<file path="config.mk">
export PLATFORM = sky130hd
export DESIGN_NAME = cpc_scale
export DESIGN_NICKNAME = d
export VERILOG_FILES = /design/src/hdl/cartesian_polar_converter_assert.svh /design/src/hdl/cpc_pkg.sv /design/src/hdl/cpc_scale.sv
export SDC_FILE = /design/constraint.sdc
export NUM_CORES = 2
export LEC_CHECK = 0
export BUFFER_PORTS_ARGS = -buffer_cell sky130_fd_sc_hd__buf_2
export CORE_UTILIZATION = 45
export CTS_CLUSTER_SIZE = 10
export DETAILED_ROUTE_END_ITERATION = 8
export GPL_TIMING_DRIVEN = 0
export PLACE_DENSITY = 0.58
export REMOVE_ABC_BUFFERS = 1
export SLEW_MARGIN = 20
export SYNTH_ARGS = -nofsm -noshare
export SYNTH_HDL_FRONTEND = slang
export SYNTH_SLANG_ARGS = --single-unit
</file>
<file path="constraint.sdc">
create_clock -name clock -period 9.52 [get_ports clock]
set_clock_uncertainty 0.2 [all_clocks]
set_input_delay 1.428 -clock clock [delete_from_list [all_inputs] [get_ports clock]]
set_output_delay 1.428 -clock clock [all_outputs]
set_load 0.01 [all_outputs]
</file>
<file path="src/hdl/cartesian_polar_converter_assert.svh">
// Assertion macros used by the converter's top level.
`ifndef CARTESIAN_POLAR_CONVERTER_ASSERT_SVH
`define CARTESIAN_POLAR_CONVERTER_ASSERT_SVH

// Same-cycle implication, checked out of reset.
`define CPC_ASSERT_IMPL(label, ante, cons, msg) \
   label: assert property (@(posedge clock) disable iff (reset) (ante) |-> (cons)) \
      else $error(msg);

// Next-cycle implication, checked out of reset.
`define CPC_ASSERT_NEXT(label, ante, cons, msg) \
   label: assert property (@(posedge clock) disable iff (reset) (ante) |=> (cons)) \
      else $error(msg);

`endif

</file>
<file path="src/hdl/cpc_pkg.sv">
// Types and constants of the cartesian/polar converter.
package cpc_pkg;

   localparam int ITERATIONS_DEFAULT = 16;
   localparam int DATA_WIDTH_DEFAULT = 16;

   localparam int FIRST_W   = 17;
   localparam int SECOND_W  = 16;
   localparam int ANGLE_W   = 32;
   localparam int ATAN_DEPTH = 24;

   // integer bits of the datapath above the guard bits
   localparam int INT_W     = 19;
   // descale: low slice of each product operand, gain width, rounded result width
   localparam int LO_W      = 16;
   localparam int KINV_W    = 20;
   localparam int RES_W     = 20;

   localparam logic [KINV_W-1:0]  KINV     = 20'd636751;
   localparam logic [ANGLE_W-1:0] ANGLE_PI = 32'h8000_0000;
   localparam logic [ANGLE_W-1:0] PHASE_RND = 32'h0000_8000;

   localparam logic signed [RES_W-1:0] MAG_MAX = 20'sd65535;
   localparam logic signed [RES_W-1:0] REC_MAX = 20'sd32767;
   localparam logic signed [RES_W-1:0] REC_MIN = -20'sd32768;

   // arctan(2^-i) in turns, pi = 2^31
   localparam logic [ANGLE_W-1:0] ATAN_ANGLE [ATAN_DEPTH] = '{
      32'h20000000, 32'h12E4051E, 32'h09FB385B, 32'h051111D4,
      32'h028B0D43, 32'h0145D7E1, 32'h00A2F61E, 32'h00517C55,
      32'h0028BE53, 32'h00145F2F, 32'h000A2F98, 32'h000517CC,
      32'h00028BE6, 32'h000145F3, 32'h0000A2FA, 32'h0000517D,
      32'h000028BE, 32'h0000145F, 32'h00000A30, 32'h00000518,
      32'h0000028C, 32'h00000146, 32'h000000A3, 32'h00000051
   };

   typedef enum logic {
      OP_TO_POLAR = 1'b0,
      OP_TO_RECT  = 1'b1
   } op_type;

   typedef struct packed {
      op_type op;
      logic   zero;
   } tag_type;

endpackage

</file>
<file path="src/hdl/cpc_scale.sv">
// Gain removal, rounding and saturation: a multiply stage and the result register.
module cpc_scale #(
   parameter int GUARD = 8,
   parameter int XW    = 27
) (
   input  logic                                clock,
   input  logic                                reset,
   input  logic                                in_valid,
   input  cpc_pkg::tag_type                    in_tag,
   input  logic signed [XW-1:0]                in_x,
   input  logic signed [XW-1:0]                in_y,
   input  logic [cpc_pkg::ANGLE_W-1:0]         in_z,
   output logic                                up_stall,
   output logic                                out_valid,
   output logic signed [cpc_pkg::FIRST_W-1:0]  out_first,
   output logic signed [cpc_pkg::SECOND_W-1:0] out_second,
   input  logic                                down_stall
);

   localparam int HW  = XW - cpc_pkg::LO_W;
   localparam int HPW = HW + cpc_pkg::KINV_W + 1;
   localparam int LPW = cpc_pkg::LO_W + cpc_pkg::KINV_W;
   localparam int SW  = XW + cpc_pkg::KINV_W + 2;
   localparam int SHR = cpc_pkg::KINV_W + GUARD;

   localparam logic signed [cpc_pkg::KINV_W:0] KINV_S = {1'b0, cpc_pkg::KINV};
   localparam logic signed [SW-1:0]            RND    = SW'(1) <<< (SHR - 1);

   function automatic logic signed [cpc_pkg::RES_W-1:0] sat(
      input logic signed [cpc_pkg::RES_W-1:0] v,
      input logic signed [cpc_pkg::RES_W-1:0] lo,
      input logic signed [cpc_pkg::RES_W-1:0] hi
   );
      logic signed [cpc_pkg::RES_W-1:0] r;
      if (v < lo) begin
         r = lo;
      end else if (v > hi) begin
         r = hi;
      end else begin
         r = v;
      end
      return r;
   endfunction

   // multiply stage
   logic                                mul_valid_ff;
   logic                                mul_stall;
   cpc_pkg::tag_type                    mul_tag_ff;
   logic signed [HPW-1:0]               hp_x_ff, hp_x_in, hp_y_ff, hp_y_in;
   logic [LPW-1:0]                      lp_x_ff, lp_x_in, lp_y_ff, lp_y_in;
   logic [cpc_pkg::SECOND_W-1:0]        phase_ff;
   logic [cpc_pkg::ANGLE_W-1:0]         z_rnd;

   // result stage
   logic                                res_valid_ff;
   logic signed [cpc_pkg::FIRST_W-1:0]  first_ff, first_in;
   logic signed [cpc_pkg::SECOND_W-1:0] second_ff, second_in;
   logic signed [SW-1:0]                sum_x, sum_y;
   logic signed [cpc_pkg::RES_W-1:0]    r_x, r_y, mag, rec_x, rec_y;

   // split each operand so no product is wider than 36 bits
   assign hp_x_in = HPW'(signed'(in_x[XW-1 -: HW])) * HPW'(KINV_S);
   assign hp_y_in = HPW'(signed'(in_y[XW-1 -: HW])) * HPW'(KINV_S);
   assign lp_x_in = LPW'(in_x[cpc_pkg::LO_W-1:0]) * LPW'(cpc_pkg::KINV);
   assign lp_y_in = LPW'(in_y[cpc_pkg::LO_W-1:0]) * LPW'(cpc_pkg::KINV);
   assign z_rnd   = in_z + cpc_pkg::PHASE_RND;

   assign out_valid = res_valid_ff;
   assign mul_stall = mul_valid_ff & res_valid_ff & down_stall;
   assign up_stall  = mul_stall;

   always_ff @(posedge clock) begin
      if (reset) begin
         mul_valid_ff <= 1'b0;
      end else if (!mul_stall) begin
         mul_valid_ff <= in_valid;
      end
   end

   always_ff @(posedge clock) begin
      if (!mul_stall && in_valid) begin
         mul_tag_ff <= in_tag;
         hp_x_ff    <= hp_x_in;
         hp_y_ff    <= hp_y_in;
         lp_x_ff    <= lp_x_in;
         lp_y_ff    <= lp_y_in;
         phase_ff   <= z_rnd[cpc_pkg::ANGLE_W-1 -: cpc_pkg::SECOND_W];
      end
   end

   assign sum_x = (SW'(hp_x_ff) <<< cpc_pkg::LO_W) + SW'(signed'({1'b0, lp_x_ff})) + RND;
   assign sum_y = (SW'(hp_y_ff) <<< cpc_pkg::LO_W) + SW'(signed'({1'b0, lp_y_ff})) + RND;
   assign r_x   = sum_x[SHR +: cpc_pkg::RES_W];
   assign r_y   = sum_y[SHR +: cpc_pkg::RES_W];
   assign mag   = sat(r_x, '0, cpc_pkg::MAG_MAX);
   assign rec_x = sat(r_x, cpc_pkg::REC_MIN, cpc_pkg::REC_MAX);
   assign rec_y = sat(r_y, cpc_pkg::REC_MIN, cpc_pkg::REC_MAX);

   always_comb begin
      case (mul_tag_ff.op)
         cpc_pkg::OP_TO_POLAR: begin
            if (mul_tag_ff.zero) begin
               first_in  = '0;
               second_in = '0;
            end else begin
               first_in  = mag[cpc_pkg::FIRST_W-1:0];
               second_in = phase_ff;
            end
         end
         cpc_pkg::OP_TO_RECT: begin
            first_in  = rec_x[cpc_pkg::FIRST_W-1:0];
            second_in = rec_y[cpc_pkg::SECOND_W-1:0];
         end
         default: begin
            first_in  = '0;
            second_in = '0;
         end
      endcase
   end

   always_ff @(posedge clock) begin
      if (reset) begin
         res_valid_ff <= 1'b0;
      end else if (!(res_valid_ff && down_stall)) begin
         res_valid_ff <= mul_valid_ff;
      end
   end

   always_ff @(posedge clock) begin
      if (!(res_valid_ff && down_stall) && mul_valid_ff) begin
         first_ff  <= first_in;
         second_ff <= second_in;
      end
   end

   assign out_first  = first_ff;
   assign out_second = second_ff;

endmodule

</file>
Word-level counts from Yosys, hierarchy flattened
Cells that the tools add are included.
{"block": "totals", "out_inout_bits": 35, "reg_bits": 189, "input_bits": 92, "word_cells": 44}
{"block": "classes", "mul": 4, "n_reduce_logical": 5, "magnitude_cmp": 6, "add_sub_neg": 5, "n_bitwise": 3, "muxes": 10}
{"cell": "$add 48x29->48 const B", "count": 2}
{"cell": "$add 48x37->48", "count": 2}
{"cell": "$mux 17", "count": 5}
{"cell": "$mul 16x20->36 const B", "count": 2}
{"cell": "$mul 11x21->32 const B", "count": 2}
{"cell": "$mux 16", "count": 3}
{"cell": "$gt 20x16->1 const B", "count": 2}
{"cell": "$lt 20x16->1 const B", "count": 2}
{"cell": "$pmux 17 s2", "count": 1}
{"cell": "$add 32x16->32 const B", "count": 1}
{"cell": "$pmux 16 s2", "count": 1}
{"cell": "$gt 20x17->1 const B", "count": 1}
{"cell": "$lt 20x1->1 const B", "count": 1}
{"cell": "$logic_and 1x1->1", "count": 3}
{"cell": "$and 1x1->1", "count": 2}
{"cell": "$logic_not 1->1", "count": 2}
{"cell": "$not 1->1", "count": 1}

Depth between registers and ports, before layout
{"block": "logic_depth", "word_depth": 7, "mapped_depth": 23, "depth_no_buf": 23}

Worst setup path after synthesis
Ideal clock, no wire load.
{"block": "synth_path", "path_kind": "input to register", "from": "input down_stall", "to": "register hp_x_ff[0], enable pin", "path_slack_ps": 1652, "setup_ps": 618, "required_time_ps": 8702, "arrival_ps": 7050, "n_path_buf": 0, "cell_stages": 2, "cell_sequence": "and3_1 nor2b_1"}
{"block": "synth_via", "elab_chain_cells": 3}
{"element": "start: declaration", "line": "cpc_scale.sv:17", "source": "input logic down_stall"}
{"element": "$and 1x1->1", "line": "cpc_scale.sv:69", "source": "assign mul_stall = mul_valid_ff & res_valid_ff & down_stall;"}
{"element": "$logic_not 1->1", "line": "cpc_scale.sv:81", "source": "if (!mul_stall && in_valid) begin"}
{"element": "$logic_and 1x1->1", "line": "cpc_scale.sv:81"}
{"element": "end signal: assignment", "line": "cpc_scale.sv:83", "source": "hp_x_ff <= hp_x_in;"}
{"element": "end: declaration", "line": "cpc_scale.sv:49", "source": "logic signed [HPW-1:0] hp_x_ff, hp_x_in, hp_y_ff, hp_y_in;"}
Every way passes these cells.
A chain may end at the register's enable or synchronous reset.

Worst setup path after layout
{"block": "layout_path", "from": "input in_y[4]", "to": "register lp_y_ff[35], data pin"}
{"block": "layout_via", "elab_chain_cells": 1}
{"element": "start: declaration", "line": "cpc_scale.sv:11", "source": "input logic signed [XW-1:0] in_y,"}
{"element": "$mul 16x20->36", "line": "cpc_scale.sv:65", "source": "assign lp_y_in = LPW'(in_y[cpc_pkg::LO_W-1:0]) * LPW'(cpc_pkg::KINV);"}
{"element": "net lp_y_in[35]", "line": "cpc_scale.sv:50", "source": "logic [LPW-1:0] lp_x_ff, lp_x_in, lp_y_ff, lp_y_in;"}
{"element": "end signal: assignment", "line": "cpc_scale.sv:86", "source": "lp_y_ff <= lp_y_in;"}
{"element": "end: declaration", "line": "cpc_scale.sv:50"}
The timed path passes the listed nets, and every way through them passes these cells.

==> metrics.md <==
| Metric | Value |
|---|---|
| WHS | `0.309 ns` |
| ANT cells | `0` |
| TritonCTS Sinks | `157` |
| Final wirelength | `56500 µm` |
| Crit Path Max Fanout | `6` |
| Io pins | `approximately 130` |
| Num CTS Buffers | `17` |
| Layout area overhead | `8.14%` |
| Adder-cell share of the synthesized area | `0.553` |
| Critical path required time | `around 9.5 ns` |
| MaxCap Viol Count | `0` |
| Iter 0 DRT Violations | `688` |
| # setup viols final | `0` |
| Tmin final | `around 7.5 ns` |
| Mux cell area share after synthesis | `0.000374` |
| Hold Crit Start | `mul_valid_ff$_SDFFE_PP0N_` |
| Post CTS Setup Buffer Count | `0` |
| Top_reg_cell synth | `edfxtp_1` |
| Worst-Skew Late Latency | `0.43 ns` |
| Status | `finished clean` |
| Largest net degree at the start of global routing | `29` |
| Period utilisation layout | `0.785` |
| Routed vias | `17100` |
| Layout cells sized above 1 | `0.0683` |
| Largest family of logic cells by synthesized area | `adder cells` |
| CTS Hold Bufs | `0` |
| CP Launch Type | `input pin` |
| Top delay family on crit path | `adder cells` |
| Vias in the first global route | `~18000` |
| Die area | `60400 µm²` |
| Worst-path clk slew | `0.07 ns` |
| Post-DRT Antenna Nets | `0` |
| Gpl congestion | `0.933` |
| CP bufs+invs | `5` |
| Synth top area share | `0.298` |
| Reg2reg start | `hp_x_ff[8]$_DFFE_PP_` |
| Crit path kind | `input pin to flip-flop` |
| Area share of xor/xnor cells in the synthesized design | `0.0390` |
| TritonCTS clock tree | `built` |
| Commonest cells in the netlist | `647 x inv_1, 546 x ha_1, 398 x fa_1, 155 x edfxtp_1, 77 x xnor2_1` |
| Crit path launch | `in_y[4]` |
| Die span in x | `246 µm` |
| Worst-case clock buffer depth | `2` |
| Fmax | `0.134 GHz` |
| First-pass GRT wire length | `92800 µm` |
| Slew margin rel. | `0.376` |
| Row count | `89` |
| Global route overflow | `0` |
| Die height | `between 200 and 250 µm` |
| HP Class | `flip-flop to flip-flop` |
| Max stage delay cell, worst path | `fa_1` |
| H-tree depth | `4` |
| Synth Area in Compound Gates | `0.0824` |
| Count leader, synth | `inv_1` |
| Via density per instance | `5.02` |
| Mapped Area | `~27000 µm²` |
| Antenna violations before repair | `0` |
| Core area | `58900 µm²` |
| Worst path cell trace | `buf_2, fa_1, inv_1, fa_1, inv_1, fa_1, fa_1, fa_1, inv_1, fa_1, inv_1, ha_1, a21oi_1, and3_1, a221oi_1, o31a_1, o31a_1, a2111o_1, a31o_2, a21oi_2, xnor2_1` |
| Nets | `3658` |
| RSZ-0062 raised after global routing | `false` |
| CTS Root Buffer Type | `clkbuf_16` |
| Setup crit end kind | `flip-flop` |
| HPWL reported at the end of detailed placement | `50900 µm` |
| Synth top area cells | `fa_1 30%, ha_1 26%, edfxtp_1 17%, inv_1 9.1%, xnor2_1 2.5%` |
| Max Slew Vio Count | `0` |
| Slowest stage delay, CP | `0.55 ns` |
| Cell count after synthesis | `roughly 2500` |
| Drt pass-1 iters | `5` |
| Initial Utilization | `0.454` |
| Final Util | `0.491` |
| Synth cell types | `70` |
| Post-synth EDFFs | `155` |
| GR Util All Layers | `0.195` |
| Worst Tran Pin Value | `0.933 ns` |
| Dominant cell type by area after synthesis | `fa_1` |
| Yosys reg bits | `157` |
| Final hold violations | `0` |
| IO buf count | `111` |
| Simple-gate share of the synthesized area | `0.0573` |
| Cell mode on critical path | `fa_1` |
| Cts repair resizes | `0` |
| Wire length per cell | `16.6 µm` |
| Yosys warnings | `0` |
| Ys async rst share | `0` |
| Critical path arrival | `roughly 7.5 ns` |
| Sequential share of the synthesized area | `0.175` |
| DRC | `0` |
| Mapped Avg Cell Area | `10.7 µm²` |
| Setup TNS | `0 ns` |
-- cells by family after synthesis --
logic type | after synthesis
AO/OA/AOI/OAI | 318
XOR/XNOR | 119
adder cells (fa/ha/maj) | 944
buffers and inverters | 652
flip-flops | 157
multiplexers | 1
AND/OR/NAND/NOR | 301
-- layer usage --
layer	part of all wire	track usage	routed length (µm)	vias up
met1	0.47	0.263	26600	8433
met5	0	0	0	-
met4	0.012	0.0369	669	0
li1	-	-	-	8400
met3	0.026	0.0212	1450	42
met2	0.49	0.337	27700	229
-- placed cells by master, fill, tap and decap left out, drive strengths merged, types with 7 or more instances in the layout --
master	count
edfxtp	155
nand2b	18
xor2	42
buf	116
nor2	70
inv	655
nand3	28
nor3	16
a21o	53
a21oi	78
o21ai	57
or2	10
nor2b	16
ha	546
fa	398
nand2	69
nand4	11
or3	8
a22o	15
o21a	25
and3	24
a31oi	13
and2	11
a211oi	12
clkbuf	19
o31ai	7
xnor2	77
and4	7
o21bai	9
-- stage by stage --
stage,instance area (µm²),cells,setup slack (ns)
4_1_cts,28900,3408,1.98
6_report,28900,3408,2.05
2_1_floorplan,26700,2487,1.65
3_3_place_gp,28200,3371,-0.888
3_5_place_dp,28400,3376,1.49
5_1_grt,28900,3408,1.75
-- area by class of cell --
| type | count | area, µm² |
|---|---|---|
| clock buffer | 19 | 433 |
| clock inverter | 13 | 130 |
| fill | 5350 | 30000 |
| inverter | 647 | 2430 |
| multi-input combinational | 1683 | 19600 |
| sequential | 157 | 4690 |
| tap | 773 | 967 |
| timing repair buffer | 116 | 663 |
-- registers in the layout, summed over array words and instances (netlist names) --
name          cells
hp_x_ff          32
hp_y_ff          32
lp_x_ff          20
lp_y_ff          20
out_first        17
out_second       16
phase_ff         16
mul_tag_ff        2
mul_valid_ff      1
out_valid         1
-- final timing paths --
check	slack, ns	end	depth (start not counted)
setup / recovery	2.05	lp_y_ff[35]$_DFFE_PP_	21
hold / removal	0.31	out_valid$_SDFFE_PP0N_	2
setup reg to reg	5.21	out_first[8]$_DFFE_PP_	12
hold reg to reg	0.31	out_valid$_SDFFE_PP0N_	2
-- tightest hold or removal path, stage by stage (launching register included) --
cell	delay [ns]
dfxtp_1	0.36
a21oi_1	0.05
nor2_1	0.07
Power is not shown: default switching activity piles up to over one toggle a cycle in this logic, so the estimate is an artifact.
