## src/hdl/cartesian_polar_converter_assert.svh

```systemverilog
// Assertion macros used by the converter's top level.
`ifndef CARTESIAN_POLAR_CONVERTER_ASSERT_SVH
`define CARTESIAN_POLAR_CONVERTER_ASSERT_SVH

// Same-cycle implication, checked out of reset.
`define CPC_ASSERT_IMPL(label, ante, cons, msg) \
   label: assert property (@(posedge clock) disable iff (reset) (ante) |-> (cons)) \
      else $error(msg);

// Next-cycle implication, checked out of reset.
`define CPC_ASSERT_NEXT(label, ante, cons, msg) \
   label: assert property (@(posedge clock) disable iff (reset) (ante) |=> (cons)) \
      else $error(msg);

`endif

```

## src/hdl/cpc_pkg.sv

```systemverilog
// Types and constants of the cartesian/polar converter.
package cpc_pkg;

   localparam int ITERATIONS_DEFAULT = 16;
   localparam int DATA_WIDTH_DEFAULT = 16;

   localparam int FIRST_W   = 17;
   localparam int SECOND_W  = 16;
   localparam int ANGLE_W   = 32;
   localparam int ATAN_DEPTH = 24;

   // integer bits of the datapath above the guard bits
   localparam int INT_W     = 19;
   // descale: low slice of each product operand, gain width, rounded result width
   localparam int LO_W      = 16;
   localparam int KINV_W    = 20;
   localparam int RES_W     = 20;

   localparam logic [KINV_W-1:0]  KINV     = 20'd636751;
   localparam logic [ANGLE_W-1:0] ANGLE_PI = 32'h8000_0000;
   localparam logic [ANGLE_W-1:0] PHASE_RND = 32'h0000_8000;

   localparam logic signed [RES_W-1:0] MAG_MAX = 20'sd65535;
   localparam logic signed [RES_W-1:0] REC_MAX = 20'sd32767;
   localparam logic signed [RES_W-1:0] REC_MIN = -20'sd32768;

   // arctan(2^-i) in turns, pi = 2^31
   localparam logic [ANGLE_W-1:0] ATAN_ANGLE [ATAN_DEPTH] = '{
      32'h20000000, 32'h12E4051E, 32'h09FB385B, 32'h051111D4,
      32'h028B0D43, 32'h0145D7E1, 32'h00A2F61E, 32'h00517C55,
      32'h0028BE53, 32'h00145F2F, 32'h000A2F98, 32'h000517CC,
      32'h00028BE6, 32'h000145F3, 32'h0000A2FA, 32'h0000517D,
      32'h000028BE, 32'h0000145F, 32'h00000A30, 32'h00000518,
      32'h0000028C, 32'h00000146, 32'h000000A3, 32'h00000051
   };

   typedef enum logic {
      OP_TO_POLAR = 1'b0,
      OP_TO_RECT  = 1'b1
   } op_type;

   typedef struct packed {
      op_type op;
      logic   zero;
   } tag_type;

endpackage

```

## src/hdl/cpc_cell.sv

```systemverilog
// One CORDIC micro-rotation stage with its own pipeline register.
module cpc_cell #(
   parameter int STAGE = 0,
   parameter int XW    = 27
) (
   input  logic                            clock,
   input  logic                            reset,
   input  logic                            in_valid,
   input  cpc_pkg::tag_type                in_tag,
   input  logic signed [XW-1:0]            in_x,
   input  logic signed [XW-1:0]            in_y,
   input  logic [cpc_pkg::ANGLE_W-1:0]     in_z,
   output logic                            up_stall,
   output logic                            out_valid,
   output cpc_pkg::tag_type                out_tag,
   output logic signed [XW-1:0]            out_x,
   output logic signed [XW-1:0]            out_y,
   output logic [cpc_pkg::ANGLE_W-1:0]     out_z,
   input  logic                            down_stall
);

   logic                        valid_ff;
   cpc_pkg::tag_type            tag_ff;
   logic signed [XW-1:0]        x_ff, x_in;
   logic signed [XW-1:0]        y_ff, y_in;
   logic [cpc_pkg::ANGLE_W-1:0] z_ff, z_in;
   logic signed [XW-1:0]        x_sh, y_sh;
   logic                        turn_neg;

   assign x_sh = in_x >>> STAGE;
   assign y_sh = in_y >>> STAGE;

   // rotation steers by the residual angle, vectoring by the sign of y
   assign turn_neg = (in_tag.op == cpc_pkg::OP_TO_RECT) ? ~in_z[cpc_pkg::ANGLE_W-1]
                                                         : in_y[XW-1];

   always_comb begin
      if (turn_neg) begin
         x_in = in_x - y_sh;
         y_in = in_y + x_sh;
         z_in = in_z - cpc_pkg::ATAN_ANGLE[STAGE];
      end else begin
         x_in = in_x + y_sh;
         y_in = in_y - x_sh;
         z_in = in_z + cpc_pkg::ATAN_ANGLE[STAGE];
      end
   end

   assign up_stall = valid_ff & down_stall;

   always_ff @(posedge clock) begin
      if (reset) begin
         valid_ff <= 1'b0;
      end else if (!up_stall) begin
         valid_ff <= in_valid;
      end
   end

   always_ff @(posedge clock) begin
      if (!up_stall && in_valid) begin
         tag_ff <= in_tag;
         x_ff   <= x_in;
         y_ff   <= y_in;
         z_ff   <= z_in;
      end
   end

   assign out_valid = valid_ff;
   assign out_tag   = tag_ff;
   assign out_x     = x_ff;
   assign out_y     = y_ff;
   assign out_z     = z_ff;

endmodule

```

## config.mk

```make
export PLATFORM = sky130hd
export DESIGN_NAME = cpc_cell
export DESIGN_NICKNAME = d
export VERILOG_FILES = /design/src/hdl/cartesian_polar_converter_assert.svh /design/src/hdl/cpc_pkg.sv /design/src/hdl/cpc_cell.sv
export SDC_FILE = /design/constraint.sdc
export NUM_CORES = 1
export LEC_CHECK = 0
export BUFFER_PORTS_ARGS = -buffer_cell sky130_fd_sc_hd__clkbuf_2
export CAP_MARGIN = 40
export CORE_MARGIN = 2
export CORE_UTILIZATION = 30
export CTS_CLUSTER_DIAMETER = 40
export CTS_CLUSTER_SIZE = 30
export DETAILED_ROUTE_END_ITERATION = 7
export MAX_ROUTING_LAYER = met4
export PLACE_DENSITY = 0.5
export SLEW_MARGIN = 0
export SYNTH_ARGS = -nofsm -noshare
export SYNTH_HDL_FRONTEND = slang
export SYNTH_SLANG_ARGS = --single-unit
```

## constraint.sdc

```tcl
create_clock -name clock -period 8.8 [get_ports clock]
set_input_delay 0.88 -clock clock [delete_from_list [all_inputs] [get_ports clock]]
set_output_delay 0.88 -clock clock [all_outputs]
set_load 0.01 [all_outputs]
```

**Yosys cells after proc, flatten, opt, wreduce, memory -nomap -nowiden**

Cells that the tools add are included.

- Word-level logic and storage cells: 19
- Memories kept: 0
- ROM bits: 0
- Latch bits: 0
- Bits in writable memories: 0
- Register bits: 89
- Input bits: 92

- Div/mod/pow operators: 0
- Equal/unequal tests: 0
- Shifts and indexed selects: 0
- Bitwise logic cells: 2
- Reductions and logical operators: 2
- Multiplexer cells: 4
- Multipliers: 0
- $lt $le $gt $ge: 0
- $add $sub $neg: 5

Operator list:

| kind | count |
|---|---|
| two-way mux 27 bit | 2 |
| subtractor 27 bit | 2 |
| adder 32 x 30 -> 32 bit (second input constant) | 1 |
| two-way mux 32 bit | 1 |
| subtractor 32 x 30 -> 32 bit (second input constant) | 1 |
| adder 27 bit | 1 |
| AND 1 bit | 1 |
| logical AND 1 bit | 1 |
| zero test 1 bit | 1 |
| two-way mux 1 bit | 1 |
| inverter 1 bit | 1 |

**Logic depth before layout (Yosys ltp)**

Gate-level depths: netlist of the first run.

- Depth in word-level cells: 3
- Gate-level depth with buffers: 13
- Gate-level depth less buffers: 12

**Least setup slack after synthesis of the first run**

OpenSTA, ideal clock, no wires.

- Path type: input to register
- Start: input port down_stall
- End: register tag_ff (netlist bit out_tag[0]), enable pin
- Slack: 3310 ps
- Data required time: 8257 ps
- Setup time: 543 ps
- Arrival time: 4947 ps
- Cell stages on the path: 2
- Path through: and2_1 nor2b_1

- Word-level cells in the longest chain between the ends: 3

RTL lines:

| element | RTL line | text |
|---|---|---|
| start, declared | cpc_cell.sv:19 | `input logic down_stall` |
| AND 1 bit | cpc_cell.sv:49 | `assign up_stall = valid_ff & down_stall;` |
| zero test 1 bit | cpc_cell.sv:60 | `if (!up_stall && in_valid) begin` |
| logical AND 1 bit | cpc_cell.sv:60 |  |
| end signal, assigned | cpc_cell.sv:61 | `tag_ff <= in_tag;` |
| end, declared | cpc_cell.sv:23 | `cpc_pkg::tag_type tag_ff;` |

Every way passes these cells.
A chain may end at the register's enable or synchronous reset.

**Final worst setup path of the first run**

- Start: input port in_x[1]
- End: register x_ff[19], in the netlist out_x[19], data pin

- Word-level cells in the longest chain between the ends: 2
- Elaborated cells between the ends (all ways): 3

RTL lines:

| element | RTL line | text |
|---|---|---|
| start, declared | cpc_cell.sv:10 | `input logic signed [XW-1:0] in_x,` |
| adder 27 bit / subtractor 27 bit (equally long branches) | cpc_cell.sv:43, cpc_cell.sv:39 |  |
| two-way mux 27 bit * | cpc_cell.sv:38 | `if (turn_neg) begin` |
| net x_in[19] | cpc_cell.sv:24 | `logic signed [XW-1:0] x_ff, x_in;` |
| end signal, assigned | cpc_cell.sv:62 | `x_ff <= x_in;` |
| end, declared | cpc_cell.sv:24 |  |

The timed path passes the listed nets; every way through them passes the cells marked *.

==> results.toml, run 1 <==
[critical_path]
path_class = "primary input to flip-flop"
crit_top_cell = "o21ai_0"
worstPathMaxFanout = 5
crit_path_cell_trace = "clkbuf_2 -> inv_1 -> ha_1 -> nand2b_1 -> a221oi_2 -> o21ai_1 -> a31oi_1 -> o21ai_0 -> o41ai_1 -> a21o_1 -> o21ai_0 -> xnor2_1"
cp-start-kind = "primary input"
worstPathArrival_ps = 3890
cp.required_ps = 8890
worst_path_largest_cell_delay_ps = 440
crit_slowest_cell = "a31oi_1"
end_kind = "flip-flop"

[clock_tree]
cts_made_buffers = 9
cts_hold_buf = 0
cts_setup_buffers = 0
clockRootBuffer = "clkbuf_16"
max-clock-path-buffers = 2
insertion_delay_ps = 350
htreeDepth = 3
cts_sinks = 88
cts_resized = 0
clk_pin_slew_worst_paths_ps = 70
cts_tree = "built"

[timing]
post-route-min-period_ps = 3797
finalSetupTns_ps = 0
slew_headroom_pct = 45.21
max_freq_mhz = 263.4
rsz0062_at_grt = "no"
fin_crit_sh_pct = 43.14
finalHoldViolations = 0
tightestPinTransition_ps = 813.2
setup_viol = 0
clock_skew_ps = 12.53
final_max_slew_viol_count = 0

[placed_design]
port_buffers = 181
place_area_um2 = 8139
gp_congestion = 0.9592
dp_hpwl_um = 17080
dp.cells = 1191

[global_route]
grt_max_degree = 63
grt_pass1_vias = 5738
grt.total_usage_pct = 17.58
grt-ovfl-total = 0
grt_antenna_before_repair = 0
grt_pass1_wl_um = 32120

[detailed_routing]
routed_wl_um = 21320
drc = 0
drt-vias-per-instance = 5.052
first_iter_violations = 392
via_count = 6098
first_pass_iters = 5
post_drt_wl_per_cell_um = 17.66
final_antenna_net_count = 0

[floorplan]
core_area_um2 = 22710
dieArea_um2 = 24460
die_y_um = 156.4
start_util_pct = 30.68
std_cell_rows = 55
io_pins = 182
die_w_um = 156.4

[final_layout]
fin_nets = 1091
final_cell_count_no_fill = 1207
final_area_um2 = 8491
diodes = 0
syn_to_final_growth_pct = 21.85
utilization_pct = 37.39
drive_gt1_share_pct = 23.21

[synthesis]
ys_warn_count = 0
synth.top_cells.by_count = "91 x a21oi_1, 87 x edfxtp_1, 83 x inv_1"
synth_area_um2 = 6968
synth_flop_cell = "edfxtp_1"
yosysSeqAreaShare_pct = 37.78
post_synth.cell_area_avg_um2 = 9.241
synthTopCellsByArea = "edfxtp_1 37%, ha_1 14%, a21oi_1 6.5%"
synth_edf_count = 87
synth.distinct_cells = 66
synth_top_area_cell = "edfxtp_1"
async_flop_share_pct = 0
netlist.area_leader.share_pct = 37.49
ys_ff_latch = 88
syn_inst = 754
synth_most_common_cell = "a21oi_1"
synth.net_count = 928

[power]
peakVddDrop_mv = 0.08458
power_w = 0.001450
power.leakage_nw = 3.838
power_density_nw_per_um2 = 170.8

[flow_run]
drv_cap = 0

[outcome]
outcome = "complete, no violations"

[hold_path]
hold_class = "flip-flop to flip-flop"
[path summary, 6_finish.rpt]
| kind | start | to | slack (ps) | depth (start not counted) |
|---|---|---|---|---|
| setup / recovery | in_x[1] | out_x[19]$_DFFE_PP_ | 5000 | 12 |
| hold / removal | out_valid$_SDFFE_PP0N_ | out_valid$_SDFFE_PP0N_ | 670 | 3 |
| setup reg to reg | out_valid$_SDFFE_PP0N_ | out_y[21]$_DFFE_PP_ | 7160 | 4 |
| hold reg to reg | out_valid$_SDFFE_PP0N_ | out_valid$_SDFFE_PP0N_ | 670 | 3 |
[cell usage in the layout (no fill, tap or decap), types with 5 or more instances in the layout]
cell       instances
and2_1             7
ha_1              78
o21ai_0           53
mux2i_1           11
o211ai_1           8
inv_1             83
nand2_1           37
edfxtp_1          87
a21o_1            11
o31ai_1            5
nand4_1            6
o21bai_1          15
nand2b_1           7
xor2_1             5
clkbuf_16          9
nand3_1            7
xnor2_1           47
a21oi_1           91
nor3_1            11
o21a_1             6
a31oi_1            8
and3_1             6
nor2_1            64
clkbuf_2         181
[per-layer routing]
metal	vias to the layer above	wire length, um	global-route usage [%]
met5	-	0	-
met4	0	268	5.068
met3	20	1477	2.575
met2	247	9303	26.22
met1	2851	10270	24.75
li1	2980	-	-
[metrics by stage]
stage	setup slack [ps]	hold WS [ps]
after global routing	4801	686.1
final	5003	674.1
after detailed placement	4664	680.2
after CTS	5031	676.7
after global placement	4628	664.1
after floorplan	3310	679.7
[cell type report]
class                   count  area (um2)
fillers                  2366       14220
multi-input cells         548        3875
flip-flops and latches     88        2633
repair buffers            185       955.9
well taps                 285       356.6
inverters                  85       319.1
clock buffers               9       225.2
clock inverters             7       126.4
[worst max-delay path, delay by kind of cell]
family	cells	cell delay (ps)
XOR/XNOR	1	180
buffers and inverters	2	260
adder cells (fa/ha/maj)	1	310
AND/OR/NAND/NOR	1	180
AO/OA/AOI/OAI	7	2080
[power by group]
part	switching (W)	leakage (nW)	total, W	internal, W
Sequential	0.0000145	0.850	0.000543	0.000528
Clock	0.000175	0.168	0.000456	0.000281
Combinational	0.000281	2.82	0.000451	0.000171
Total	0.000470	3.84	0.00145	0.000980
[state kept, by name, summed over array words and instances, names as in the netlist]
register	count
out_z	32
out_x	26
out_valid	1
out_y	27
out_tag	2
[logic make-up (layout without fill, tap and decap cells)]
| group | Yosys count | after routing | synth area share (%) |
|---|---|---|---|
| compound gates | 240 | 240 | 21.33 |
| simple gates | 163 | 163 | 10.90 |
| buf+inv | 118 | 286 | 6.716 |
| flops | 88 | 88 | 37.78 |
| fa+ha+maj | 82 | 82 | 15.16 |
| xor+xnor | 52 | 52 | 6.536 |
| mux | 11 | 11 | 1.580 |
Note: power is estimated with default switching activity, not from simulation.
==> run 2, diff against run 1 <==
--- a/config.mk
+++ b/config.mk
@@ -13,7 +13,7 @@
 export CTS_CLUSTER_SIZE = 30
 export DETAILED_ROUTE_END_ITERATION = 7
 export MAX_ROUTING_LAYER = met4
-export PLACE_DENSITY = 0.5
+export PLACE_DENSITY = 0.52
 export SLEW_MARGIN = 0
 export SYNTH_ARGS = -nofsm -noshare
 export SYNTH_HDL_FRONTEND = slang
==> constraint.sdc (replaced) <==
create_clock -name clock -period 3.4 [get_ports clock]
set_input_delay 0.34 -clock clock [delete_from_list [all_inputs] [get_ports clock]]
set_output_delay 0.34 -clock clock [all_outputs]
set_load 0.01 [all_outputs]
==> results.toml, run 2 (same netlist as run 1, synthesis figures left out) <==
[outcome]
outcome = "complete, no violations"

[detailed_routing]
first_iter_violations = 425
first_pass_iters = 5
routed_wl_um = 20980
post_drt_wl_per_cell_um = 17.08
final_antenna_net_count = 0
drc = 0
via_count = 6103
drt-vias-per-instance = 4.970

[final_layout]
fin_nets = 1112
layout_common_cells = "181 x clkbuf_2, 91 x a21oi_1, 87 x edfxtp_1"
mostFrequentLayoutCell = "clkbuf_2"
syn_to_final_growth_pct = 23.22
largest_reg_flops = 32
drive_gt1_share_pct = 24.81
final_area_um2 = 8586
fillers = 2402
diodes = 0

[timing]
max_freq_mhz = 342.2
final_max_slew_viol_count = 0
clock_skew_ps = 9.383
post-route-min-period_ps = 2922
fin_crit_sh_pct = 85.95
finalSetupTns_ps = 0
setup_viol = 0
tightestPinTransition_ps = 759.6
finalHoldViolations = 0
rsz0062_at_grt = "no"
holdWs_ps = 155.5
slew_headroom_pct = 49.36

[critical_path]
worstPathArrival_ps = 3000
crit_path_cell_trace = "clkbuf_2 -> inv_1 -> ha_1 -> fa_1 -> nor2b_1 -> o21ai_1 -> a21oi_1 -> o31ai_1 -> buf_4 -> a31oi_1 -> a221o_1 -> a31oi_1 -> a21oi_1 -> xnor2_1"
path_buf_inv = 3
worst_path_largest_cell_delay_ps = 420
reg2reg_to = "out_y[1]$_DFFE_PP_"
r2r-start = "out_valid$_SDFFE_PP0N_"
path_class = "primary input to flip-flop"
rrSetupSlack_ps = 1790
cp.required_ps = 3470
end_kind = "flip-flop"
worstPathMaxFanout = 3
rr_worst_depth = 3
cp-start-kind = "primary input"
cp_top_family = "compound AO/OA/AOI/OAI gates"
crit_slowest_cell = "fa_1"

[hold_path]
whs_path_depth = 2
hold_class = "primary input to flip-flop"
worstHoldStart = "reset"
hold_path_end = "out_valid$_SDFFE_PP0N_"

[clock_tree]
cts_setup_buffers = 0
clk_pin_slew_worst_paths_ps = 70
insertion_delay_ps = 340
cts_tree = "built"
htreeDepth = 3
cts_hold_buf = 0
cts_sinks = 88
clockRootBuffer = "clkbuf_16"
cts_made_buffers = 9
cts_resized = 0
max-clock-path-buffers = 2

[global_route]
grt_pass1_vias = 5969
grt.total_usage_pct = 17.47
grt-ovfl-total = 0
grt_max_degree = 56
grt_antenna_before_repair = 0
grt_pass1_wl_um = 32430

[power]
peakVddDrop_mv = 0.2086
comb_power_share_pct = 32.6
clockPowerShare_pct = 28.5
power.leakage_nw = 3.915
p_seq_share_pct = 38.9
power_density_nw_per_um2 = 423.0
p_switching_w = 0.001185
power.share.switching_pct = 32.63
power_w = 0.003632
p_int_w = 0.002447

[floorplan]
core_area_um2 = 22710
start_util_pct = 30.68
die_w_um = 156.4
io_pins = 182
dieArea_um2 = 24460
std_cell_rows = 55
die_y_um = 156.4

[placed_design]
gp_congestion = 0.9708
place_area_um2 = 8277
dp_hpwl_um = 17150
port_buffers = 181

[flow_run]
drv_cap = 0
-- run 2: area by class of cell --
cell class / instances / area (um2) / share of cell area (%)
inverters: 85 / 319.1 / 3.716
flip-flops and latches: 88 / 2633 / 30.66
clock inverters: 4 / 52.55 / 0.6121
multi-input cells: 548 / 3875 / 45.13
well taps: 285 / 356.6 / 4.153
clock buffers: 12 / 256.5 / 2.987
repair buffers: 206 / 1094 / 12.74
-- run 2: worst max path at each step --
stage,start,to,slack [ps],cells after the start
after floorplan,down_stall,out_tag[0]$_DFFE_PP_,140,2
after global placement,in_x[1],out_x[23]$_DFFE_PP_,120,12
after detailed placement,in_x[1],out_x[23]$_DFFE_PP_,130,12
after CTS,in_x[1],out_x[23]$_DFFE_PP_,490,12
after global routing,in_x[1],out_x[23]$_DFFE_PP_,220,12
final,in_y[0],out_y[26]$_DFFE_PP_,480,14
-- run 2: layer usage --
metal  routed length [um]  global-route usage, %  share of wire [%]  vias up
met2                 9255                  27.08                 44      242
met3                 1212                  1.772                5.8       18
met4                  267                  4.107                1.3        0
met5                    0                      -                  0        -
li1                     -                      -                  -     3020
met1                10240                  24.62                 49     2823
-- run 2: worst register-to-register path: cells and delay by family, from the launching register on --
kind	cells	cell delay, ps
buffers and inverters	1	590
DFF	1	310
and+or+nand+nor	2	300
-- run 2: per-stage QoR --
step	setup WS, ps	instances	utilization, %
after detailed placement	125.4	1212	36.45
after global placement	121.5	1212	36.45
after CTS	490.7	1228	37.81
final	477.8	1228	37.81
after floorplan	135.9	754	-
after global routing	223.1	1228	37.81
-- run 2: power groups by stage --
stage	clock network, W	logic, W	registers, W
after floorplan	0	0.000671	0.00149
after global routing	0.00111	0.00130	0.00142
after detailed placement	0	0.00118	0.00144
after CTS	0.00107	0.00118	0.00142
after global placement	0	0.00118	0.00144
final	0.00104	0.00118	0.00141
